`config.mk`:
```
export PLATFORM = sky130hd
export DESIGN_NAME = cosine_similarity_unit
export DESIGN_NICKNAME = d
export VERILOG_FILES = /design/src/sv/csu_pkg.sv /design/src/sv/csu_ctrl.sv /design/src/sv/csu_datapath.sv /design/src/sv/cosine_similarity_unit.sv
export SDC_FILE = /design/constraint.sdc
export NUM_CORES = 2
export LEC_CHECK = 0
export BUFFER_PORTS_ARGS = -buffer_cell sky130_fd_sc_hd__buf_2
export CAP_MARGIN = 40
export CORE_MARGIN = 5
export CORE_UTILIZATION = 39
export DETAILED_ROUTE_END_ITERATION = 7
export SETUP_SLACK_MARGIN = 0.4
export SLEW_MARGIN = 20
export SYNTH_ARGS = -nofsm -noshare
export SYNTH_HDL_FRONTEND = slang
export SYNTH_HIERARCHICAL = 1
export SYNTH_SLANG_ARGS = --single-unit
```
`constraint.sdc`:
```
create_clock -name i_clk -period 15.8 [get_ports i_clk]
set_input_delay 2.37 -clock i_clk [delete_from_list [all_inputs] [get_ports i_clk]]
set_output_delay 2.37 -clock i_clk [all_outputs]
set_load 0.02 [all_outputs]
```
`src/sv/csu_pkg.sv`:
```
package csu_pkg;

    // fixed field and accumulator widths
    localparam int ELEM_W    = 16;
    localparam int DOT_W     = 42;
    localparam int NORM_W    = 41;
    localparam int FRAC_BITS = 15;
    localparam int Q_W       = 16;

    // multiplier split of the norm product into half-width partial products
    localparam int HALF_W    = 21;
    localparam int HI_W      = NORM_W - HALF_W;
    localparam int PP_W      = 2 * HALF_W;
    localparam int MUL_STEPS = 4;

    // radicand holds the norm product, padded to an even bit count
    localparam int ROOT_W     = 42;
    localparam int RAD_W      = 2 * ROOT_W;
    localparam int REM_W      = ROOT_W + 3;
    localparam int SQRT_STEPS = ROOT_W;

    // quotient is formed one bit per cycle
    localparam int DREM_W    = ROOT_W + 1;
    localparam int DIV_STEPS = Q_W;

    localparam int CNT_W = $clog2(SQRT_STEPS);

    // stream payload widths
    localparam int S_TDATA_W = 2 * ELEM_W;
    localparam int M_TDATA_W = Q_W;

    typedef enum logic [2:0] {
        S_IDLE,
        S_CHECK,
        S_MUL,
        S_SQRT,
        S_DINIT,
        S_DIV,
        S_DONE
    } t_csu_state;

    // controller to datapath
    typedef struct packed {
        logic       acc_en;
        logic       mul_clr;
        logic       mul_step;
        logic [1:0] mul_sel;
        logic       sqrt_step;
        logic       div_init;
        logic       div_step;
        logic       out_load;
    } t_csu_cmd;

    // datapath to controller
    typedef struct packed {
        logic norm_zero;
    } t_csu_sts;

endpackage

```
`src/sv/csu_ctrl.sv`:
```
module csu_ctrl
    import csu_pkg::*;
(
    input  logic     i_clk,
    input  logic     i_rst_n,
    input  logic     i_s_tvalid,
    input  logic     i_s_tlast,
    output logic     o_s_tready,
    output logic     o_m_tvalid,
    input  logic     i_m_tready,
    input  t_csu_sts i_sts,
    output t_csu_cmd o_cmd
);

    t_csu_state       r_state, n_state;
    logic [CNT_W-1:0] r_cnt, n_cnt;
    logic             r_m_valid, n_m_valid;

    // state, step counter and output valid
    always_ff @(posedge i_clk) begin
        if (!i_rst_n) begin
            r_state   <= S_IDLE;
            r_cnt     <= '0;
            r_m_valid <= 1'b0;
        end else begin
            r_state   <= n_state;
            r_cnt     <= n_cnt;
            r_m_valid <= n_m_valid;
        end
    end

    // next state and commands
    always_comb begin
        n_state   = r_state;
        n_cnt     = r_cnt;
        n_m_valid = r_m_valid;
        o_cmd     = '0;
        o_s_tready = 1'b0;

        if (r_m_valid && i_m_tready) begin
            n_m_valid = 1'b0;
        end

        case (r_state)
            S_IDLE: begin
                o_s_tready   = 1'b1;
                o_cmd.acc_en = i_s_tvalid;
                if (i_s_tvalid && i_s_tlast) begin
                    n_state = S_CHECK;
                end
            end
            S_CHECK: begin
                n_cnt = '0;
                if (i_sts.norm_zero) begin
                    n_state = S_DONE;
                end else begin
                    o_cmd.mul_clr = 1'b1;
                    n_state       = S_MUL;
                end
            end
            S_MUL: begin
                o_cmd.mul_step = 1'b1;
                o_cmd.mul_sel  = r_cnt[1:0];
                if (r_cnt == CNT_W'(MUL_STEPS - 1)) begin
                    n_cnt   = '0;
                    n_state = S_SQRT;
                end else begin
                    n_cnt = r_cnt + 1'b1;
                end
            end
            S_SQRT: begin
                o_cmd.sqrt_step = 1'b1;
                if (r_cnt == CNT_W'(SQRT_STEPS - 1)) begin
                    n_cnt   = '0;
                    n_state = S_DINIT;
                end else begin
                    n_cnt = r_cnt + 1'b1;
                end
            end
            S_DINIT: begin
                o_cmd.div_init = 1'b1;
                n_cnt          = '0;
                n_state        = S_DIV;
            end
            S_DIV: begin
                o_cmd.div_step = 1'b1;
                if (r_cnt == CNT_W'(DIV_STEPS - 1)) begin
                    n_cnt   = '0;
                    n_state = S_DONE;
                end else begin
                    n_cnt = r_cnt + 1'b1;
                end
            end
            S_DONE: begin
                // load once the output slot is free or being emptied
                if (!r_m_valid || i_m_tready) begin
                    o_cmd.out_load = 1'b1;
                    n_m_valid      = 1'b1;
                    n_state        = S_IDLE;
                end
            end
            default: begin
                n_state = S_IDLE;
            end
        endcase
    end

    assign o_m_tvalid = r_m_valid;

    // a last item closes the input until its result is loaded
    a_last_blocks: assert property (@(posedge i_clk) disable iff (!i_rst_n)
        (i_s_tvalid && o_s_tready && i_s_tlast) |=> !o_s_tready)
        else $error("input still open after last item");

    // a taken result is not offered again unless a new one was loaded
    a_no_repeat: assert property (@(posedge i_clk) disable iff (!i_rst_n)
        (r_m_valid && i_m_tready && !o_cmd.out_load) |=> !r_m_valid)
        else $error("result repeated");

    // the divider starts only after the full root sequence
    a_root_done: assert property (@(posedge i_clk) disable iff (!i_rst_n)
        (r_state == S_DINIT) |->
            ($past(r_state) == S_SQRT && $past(r_cnt) == CNT_W'(SQRT_STEPS - 1)))
        else $error("divide started before root finished");

    // a result load never overwrites one still waiting
    a_no_overwrite: assert property (@(posedge i_clk) disable iff (!i_rst_n)
        o_cmd.out_load |-> (!r_m_valid || i_m_tready))
        else $error("result overwritten");

endmodule

```
`src/sv/csu_datapath.sv`:
```
module csu_datapath
    import csu_pkg::*;
(
    input  logic                     i_clk,
    input  logic                     i_rst_n,
    input  logic signed [ELEM_W-1:0] i_elem_a,
    input  logic signed [ELEM_W-1:0] i_elem_b,
    input  t_csu_cmd                 i_cmd,
    output t_csu_sts                 o_sts,
    output logic        [Q_W-1:0]    o_similarity,
    output logic                     o_zero_norm
);

    logic [DOT_W-1:0]  r_dot;
    logic [NORM_W-1:0] r_norm_a;
    logic [NORM_W-1:0] r_norm_b;
    logic [RAD_W-1:0]  r_prod;
    logic [REM_W-1:0]  r_rem;
    logic [ROOT_W-1:0] r_root;
    logic [DREM_W-1:0] r_drem;
    logic              r_nbit;
    logic [Q_W-1:0]    r_q;
    logic              r_neg;
    logic              r_sat;
    logic [Q_W-1:0]    r_sim;
    logic              r_zn;

    logic signed [2*ELEM_W-1:0] w_ab, w_aa, w_bb;
    logic [HALF_W-1:0]  w_op_x, w_op_y;
    logic [PP_W-1:0]    w_pp;
    logic [RAD_W-1:0]   w_pp_ext, w_pp_sh;
    logic [REM_W-1:0]   w_rem_sh, w_trial;
    logic [DOT_W-1:0]   w_mag;
    logic [DREM_W-1:0]  w_drem_sh, w_den;
    logic               w_norm_zero;
    logic [Q_W-1:0]     w_sim;

    // element products for the three sums
    assign w_ab = i_elem_a * i_elem_b;
    assign w_aa = i_elem_a * i_elem_a;
    assign w_bb = i_elem_b * i_elem_b;

    assign w_norm_zero = (r_norm_a == '0) || (r_norm_b == '0);
    assign o_sts.norm_zero = w_norm_zero;

    // accumulators, cleared at reset and when the result is loaded
    always_ff @(posedge i_clk) begin
        if (!i_rst_n) begin
            r_dot    <= '0;
            r_norm_a <= '0;
            r_norm_b <= '0;
        end else if (i_cmd.out_load) begin
            r_dot    <= '0;
            r_norm_a <= '0;
            r_norm_b <= '0;
        end else if (i_cmd.acc_en) begin
            r_dot    <= r_dot + {{(DOT_W - 2*ELEM_W){w_ab[2*ELEM_W-1]}}, w_ab};
            r_norm_a <= r_norm_a + {{(NORM_W - 2*ELEM_W){1'b0}}, w_aa};
            r_norm_b <= r_norm_b + {{(NORM_W - 2*ELEM_W){1'b0}}, w_bb};
        end
    end

    // norm product by half-width partial products, one per cycle
    assign w_op_x = i_cmd.mul_sel[0] ? {{(HALF_W - HI_W){1'b0}}, r_norm_a[NORM_W-1:HALF_W]}
                                     : r_norm_a[HALF_W-1:0];
    assign w_op_y = i_cmd.mul_sel[1] ? {{(HALF_W - HI_W){1'b0}}, r_norm_b[NORM_W-1:HALF_W]}
                                     : r_norm_b[HALF_W-1:0];
    assign w_pp     = w_op_x * w_op_y;
    assign w_pp_ext = {{(RAD_W - PP_W){1'b0}}, w_pp};

    always_comb begin
        case (i_cmd.mul_sel)
            2'd0:    w_pp_sh = w_pp_ext;
            2'd3:    w_pp_sh = w_pp_ext << (2 * HALF_W);
            default: w_pp_sh = w_pp_ext << HALF_W;
        endcase
    end

    // root step: two radicand bits in, one root bit out
    assign w_rem_sh = {r_rem[REM_W-3:0], r_prod[RAD_W-1:RAD_W-2]};
    assign w_trial  = {{(REM_W - ROOT_W - 2){1'b0}}, r_root, 2'b01};

    always_ff @(posedge i_clk) begin
        if (i_cmd.mul_clr) begin
            r_prod <= '0;
            r_rem  <= '0;
            r_root <= '0;
        end else if (i_cmd.mul_step) begin
            r_prod <= r_prod + w_pp_sh;
        end else if (i_cmd.sqrt_step) begin
            r_prod <= {r_prod[RAD_W-3:0], 2'b00};
            if (w_rem_sh >= w_trial) begin
                r_rem  <= w_rem_sh - w_trial;
                r_root <= {r_root[ROOT_W-2:0], 1'b1};
            end else begin
                r_rem  <= w_rem_sh;
                r_root <= {r_root[ROOT_W-2:0], 1'b0};
            end
        end
    end

    // magnitude of the dot product and divider setup
    assign w_mag     = r_dot[DOT_W-1] ? (DOT_W'(0) - r_dot) : r_dot;
    assign w_den     = {1'b0, r_root};
    assign w_drem_sh = {r_drem[DREM_W-2:0], r_nbit};

    always_ff @(posedge i_clk) begin
        if (i_cmd.div_init) begin
            r_neg  <= r_dot[DOT_W-1];
            // quotient of 2^16 or more whenever mag >= 2 * root
            r_sat  <= {1'b0, w_mag} >= {r_root, 1'b0};
            r_drem <= {{(DREM_W - DOT_W + 1){1'b0}}, w_mag[DOT_W-1:1]};
            r_nbit <= w_mag[0];
            r_q    <= '0;
        end else if (i_cmd.div_step) begin
            r_nbit <= 1'b0;
            if (w_drem_sh >= w_den) begin
                r_drem <= w_drem_sh - w_den;
                r_q    <= {r_q[Q_W-2:0], 1'b1};
            end else begin
                r_drem <= w_drem_sh;
                r_q    <= {r_q[Q_W-2:0], 1'b0};
            end
        end
    end

    // clamp to the Q1.15 range
    always_comb begin
        if (r_neg) begin
            if (r_sat || (r_q > Q_W'(2**FRAC_BITS))) begin
                w_sim = Q_W'(2**FRAC_BITS);
            end else begin
                w_sim = Q_W'(0) - r_q;
            end
        end else begin
            if (r_sat || (r_q > Q_W'(2**FRAC_BITS - 1))) begin
                w_sim = Q_W'(2**FRAC_BITS - 1);
            end else begin
                w_sim = r_q;
            end
        end
    end

    // output register
    always_ff @(posedge i_clk) begin
        if (i_cmd.out_load) begin
            r_sim <= w_norm_zero ? '0 : w_sim;
            r_zn  <= w_norm_zero;
        end
    end

    assign o_similarity = r_sim;
    assign o_zero_norm  = r_zn;

endmodule

```
`src/sv/cosine_similarity_unit.sv`:
```
// channel   dir  width  contents
// s_axis    in   32     tdata: elem_a [15:0], elem_b [31:16]; tlast: last
// m_axis    out  16     tdata: similarity [15:0]; tuser: zero_norm [0]
//
// one element pair is taken per cycle while the input is open; pairs stream back to back
// a last pair closes the input until its result is loaded: a norm check, 4 partial-product
// steps of the norm product, 42 root steps, 1 setup and 16 quotient steps; only the check with a zero norm
// synchronous active-low reset clears the controller, the sums and the output valid
// a result waiting on m_axis does not hold up input until the next last pair
module cosine_similarity_unit
    import csu_pkg::*;
(
    input  logic                 i_clk,
    input  logic                 i_rst_n,
    input  logic                 i_s_tvalid,
    output logic                 o_s_tready,
    input  logic [S_TDATA_W-1:0] i_s_tdata,   // elem_a [15:0], elem_b [31:16]
    input  logic                 i_s_tlast,
    output logic                 o_m_tvalid,
    input  logic                 i_m_tready,
    output logic [M_TDATA_W-1:0] o_m_tdata,   // similarity [15:0]
    output logic [0:0]           o_m_tuser    // zero_norm [0]
);

    t_csu_cmd w_cmd;
    t_csu_sts w_sts;
    logic     w_zero_norm;

    csu_ctrl u_ctrl (
        .i_clk      (i_clk),
        .i_rst_n    (i_rst_n),
        .i_s_tvalid (i_s_tvalid),
        .i_s_tlast  (i_s_tlast),
        .o_s_tready (o_s_tready),
        .o_m_tvalid (o_m_tvalid),
        .i_m_tready (i_m_tready),
        .i_sts      (w_sts),
        .o_cmd      (w_cmd)
    );

    csu_datapath u_datapath (
        .i_clk        (i_clk),
        .i_rst_n      (i_rst_n),
        .i_elem_a     (signed'(i_s_tdata[ELEM_W-1:0])),
        .i_elem_b     (signed'(i_s_tdata[2*ELEM_W-1:ELEM_W])),
        .i_cmd        (w_cmd),
        .o_sts        (w_sts),
        .o_similarity (o_m_tdata),
        .o_zero_norm  (w_zero_norm)
    );

    assign o_m_tuser[0] = w_zero_norm;

endmodule

```
==> metrics.txt <==
vias in the first global route=62100; FF-to-FF End=u_datapath/r_prod[82]; Worst path slowest cell=o31ai_1; htree depth=2; post-layout min period=12.83 ns; routed len/inst=18.9 microns; worst clock skew=0.0416 ns; pin count of the biggest net entering global routing=93; share of layout cells above drive strength 1=0.0436; Yosys cell types=102; via/cell ratio=5.38; CP Capture Type=flip-flop; CTS Root Cell=clkbuf_16; Rows=160; Area contributors post-synth=fa_1, ha_1, dfxtp_1; gr usage total=0.212; EDFF count, synth=61; setup slack, reg-to-reg=2.97 ns; # Post-CTS Setup Buffers=0; status=finished clean; CTS tree=done; via count=60400; fillers=18900; WP data arrival=13.36 ns; Mapped Nets=10700; top-count cell post-synth=inv_1; yosys warns=6; Clock transition at path regs=0.06 ns; Num CTS Buffers=52; Syn Std Cell Area=74400 sq um; # nets final=10500; sequential cell area=8240 sq um; setup tns final=0 ns; Setup Crit Path Kind=flip-flop to flip-flop; WHS Path Cells=2; CP required=16.32 ns; first-pass detailed-route iteration total=6; top_reg_cell synth=dfxtp_1; unrepaired setup endpoints after global routing=false; Hold Buf Count CTS=0; CP peak stage delay=0.69 ns; Die H=447 microns; global-route wire length before repair=341000 microns; die area=200000 sq um; Yosys top cell by area=fa_1; Post-CTS Resized=0; worst hold path type=flip-flop to flip-flop; footprint of the multi-input gates=59300 sq um; die width=447 microns; CTS sink count=381; Top cell by count, worst path=fa_1; Synth-to-Final Area Change=6.64%; Port Buffers=55; final setup fails=0; period utilisation layout=0.812; DRC viols=0; hold path start=u_datapath/r_root[5]; Achievable Freq=77.9 MHz; Starting DRT DRC Count=3841; synthesis-stage register bit count=381; worst-skew pair later-pin latency=0.67 ns; Reg-to-Reg Start=u_ctrl/r_state[1]; fraction of registers with async set/reset=0; Max FO, Critical Path=23; Commonest cells post-synth=inv_1, fa_1, nand2_1; Routed WL=213000 microns; routability-driven placement congestion ratio=0.950; worst slew pin tran=0.863 ns; Final Max Slew Viols=0; Post-Syn Area per Cell=8.44 sq um; max-cap violations=0; Reg2Reg Depth=42; Worst Hold Endpoint=u_datapath/r_root[6]; Core Region=190000 sq um; post-route ant nets=0; Hold Violations, Final=0; Post-Syn Instances=8814; sequential area share after synthesis=0.111; initial antenna violation count=10; DP HPWL=170000 microns; Starting Density=0.392; remaining global-route overflow=0; Slew HR=0.425; post-synth top area share=0.296; crit path launch type=flip-flop; clk buf depth=3; I/O pins=56
## critical path: cells and delay by family (launching register included)
| family | cells | cell delay (ns) |
|---|---|---|
| buf+inv | 8 | 1.15 |
| fa+ha+maj | 9 | 4.16 |
| simple gates | 7 | 1.81 |
| compound gates | 15 | 3.94 |
| xor+xnor | 2 | 0.53 |
| mux | 1 | 0.46 |
| flops | 1 | 0.62 |
## cells in the final DEF, fill, tap and decap left out, types with 132 or more instances in the layout
cell type and instances:
a211oi_1 198, a21o_1 201, a21oi_1 498, and2_1 226, dfxtp_1 320, fa_1 1101
ha_1 728, inv_1 1469, mux2i_1 155, nand2_1 870, nor2_1 736, nor2b_1 136
o21ai_0 270, xnor2_1 305, xor2_1 132
## registers in the layout, summed over array words and instances (netlist names)
signal and cells:
u_datapath/r_neg 1, u_ctrl/r_cnt 6, u_datapath/o_zero_norm 1, u_ctrl/o_m_tvalid 1, u_datapath/r_dot 42, u_datapath/r_norm_a 41
u_ctrl/r_state 3, u_datapath/o_similarity 16, u_datapath/r_norm_b 41, u_datapath/r_nbit 1, u_datapath/r_sat 1, u_datapath/r_drem 42
u_datapath/r_root 42, u_datapath/r_rem 43, u_datapath/r_q 16, u_datapath/r_prod 84
## through the flow
stage | area, sq um | utilization | std cells | hold slack (ns) | worst slack (ns)
2_1_floorplan | 74400 | - | 8814 | 0.424 | 4.74
3_3_place_gp | 77100 | 0.406 | 11100 | 0.451 | 2.85
3_5_place_dp | 77300 | 0.407 | 11100 | 0.458 | 3.07
4_1_cts | 79100 | 0.417 | 11200 | 0.463 | 3.04
5_1_grt | 79300 | 0.418 | 11200 | 0.478 | 2.10
6_report | 79300 | 0.418 | 11200 | 0.455 | 2.97
## per-layer routing
metal,up-vias,part of all wire,GRT usage
met1,29900,0.43,0.282
met4,10,0.038,0.0725
li1,28400,-,-
met2,1679,0.47,0.354
met3,359,0.060,0.0306
met5,-,0.00034,0
## worst max path at each step
stage | from | end | cells after the start
2_1_floorplan | u_ctrl/r_state[0] | u_datapath/r_prod[82] | 40
3_3_place_gp | u_ctrl/r_state[1] | u_datapath/r_prod[82] | 38
3_5_place_dp | u_ctrl/r_state[1] | u_datapath/r_prod[82] | 42
4_1_cts | u_ctrl/r_state[1] | u_datapath/r_prod[82] | 42
5_1_grt | u_ctrl/r_state[1] | u_datapath/r_prod[82] | 42
6_report | u_ctrl/r_state[1] | u_datapath/r_prod[82] | 42
## logic make-up (layout without fill, tap and decap cells)
| logic type | Yosys count | in the layout | synth area share |
|---|---|---|---|
| simple gates | 2490 | 2490 | 0.155 |
| compound gates | 1635 | 1635 | 0.141 |
| flops | 381 | 381 | 0.111 |
| mux | 209 | 209 | 0.0289 |
| xor+xnor | 437 | 437 | 0.0515 |
| buf+inv | 1833 | 1736 | 0.0933 |
| fa+ha+maj | 1829 | 1829 | 0.419 |
| other cells | 0 | 3 | 0 |
## cell type report
cell class                 instances  area share
antenna                            3   0.0000946
clock buffer                      69      0.0186
clock inverter                    28     0.00448
inverter                        1481      0.0701
multi-input combinational       6600       0.748
sequential                       381       0.104
tap                             2511      0.0396
timing repair buffer             158      0.0156
Power is left out: the tool's default activity adds up to more than one toggle a clock period on the data nets, which glitch-free logic cannot reach.
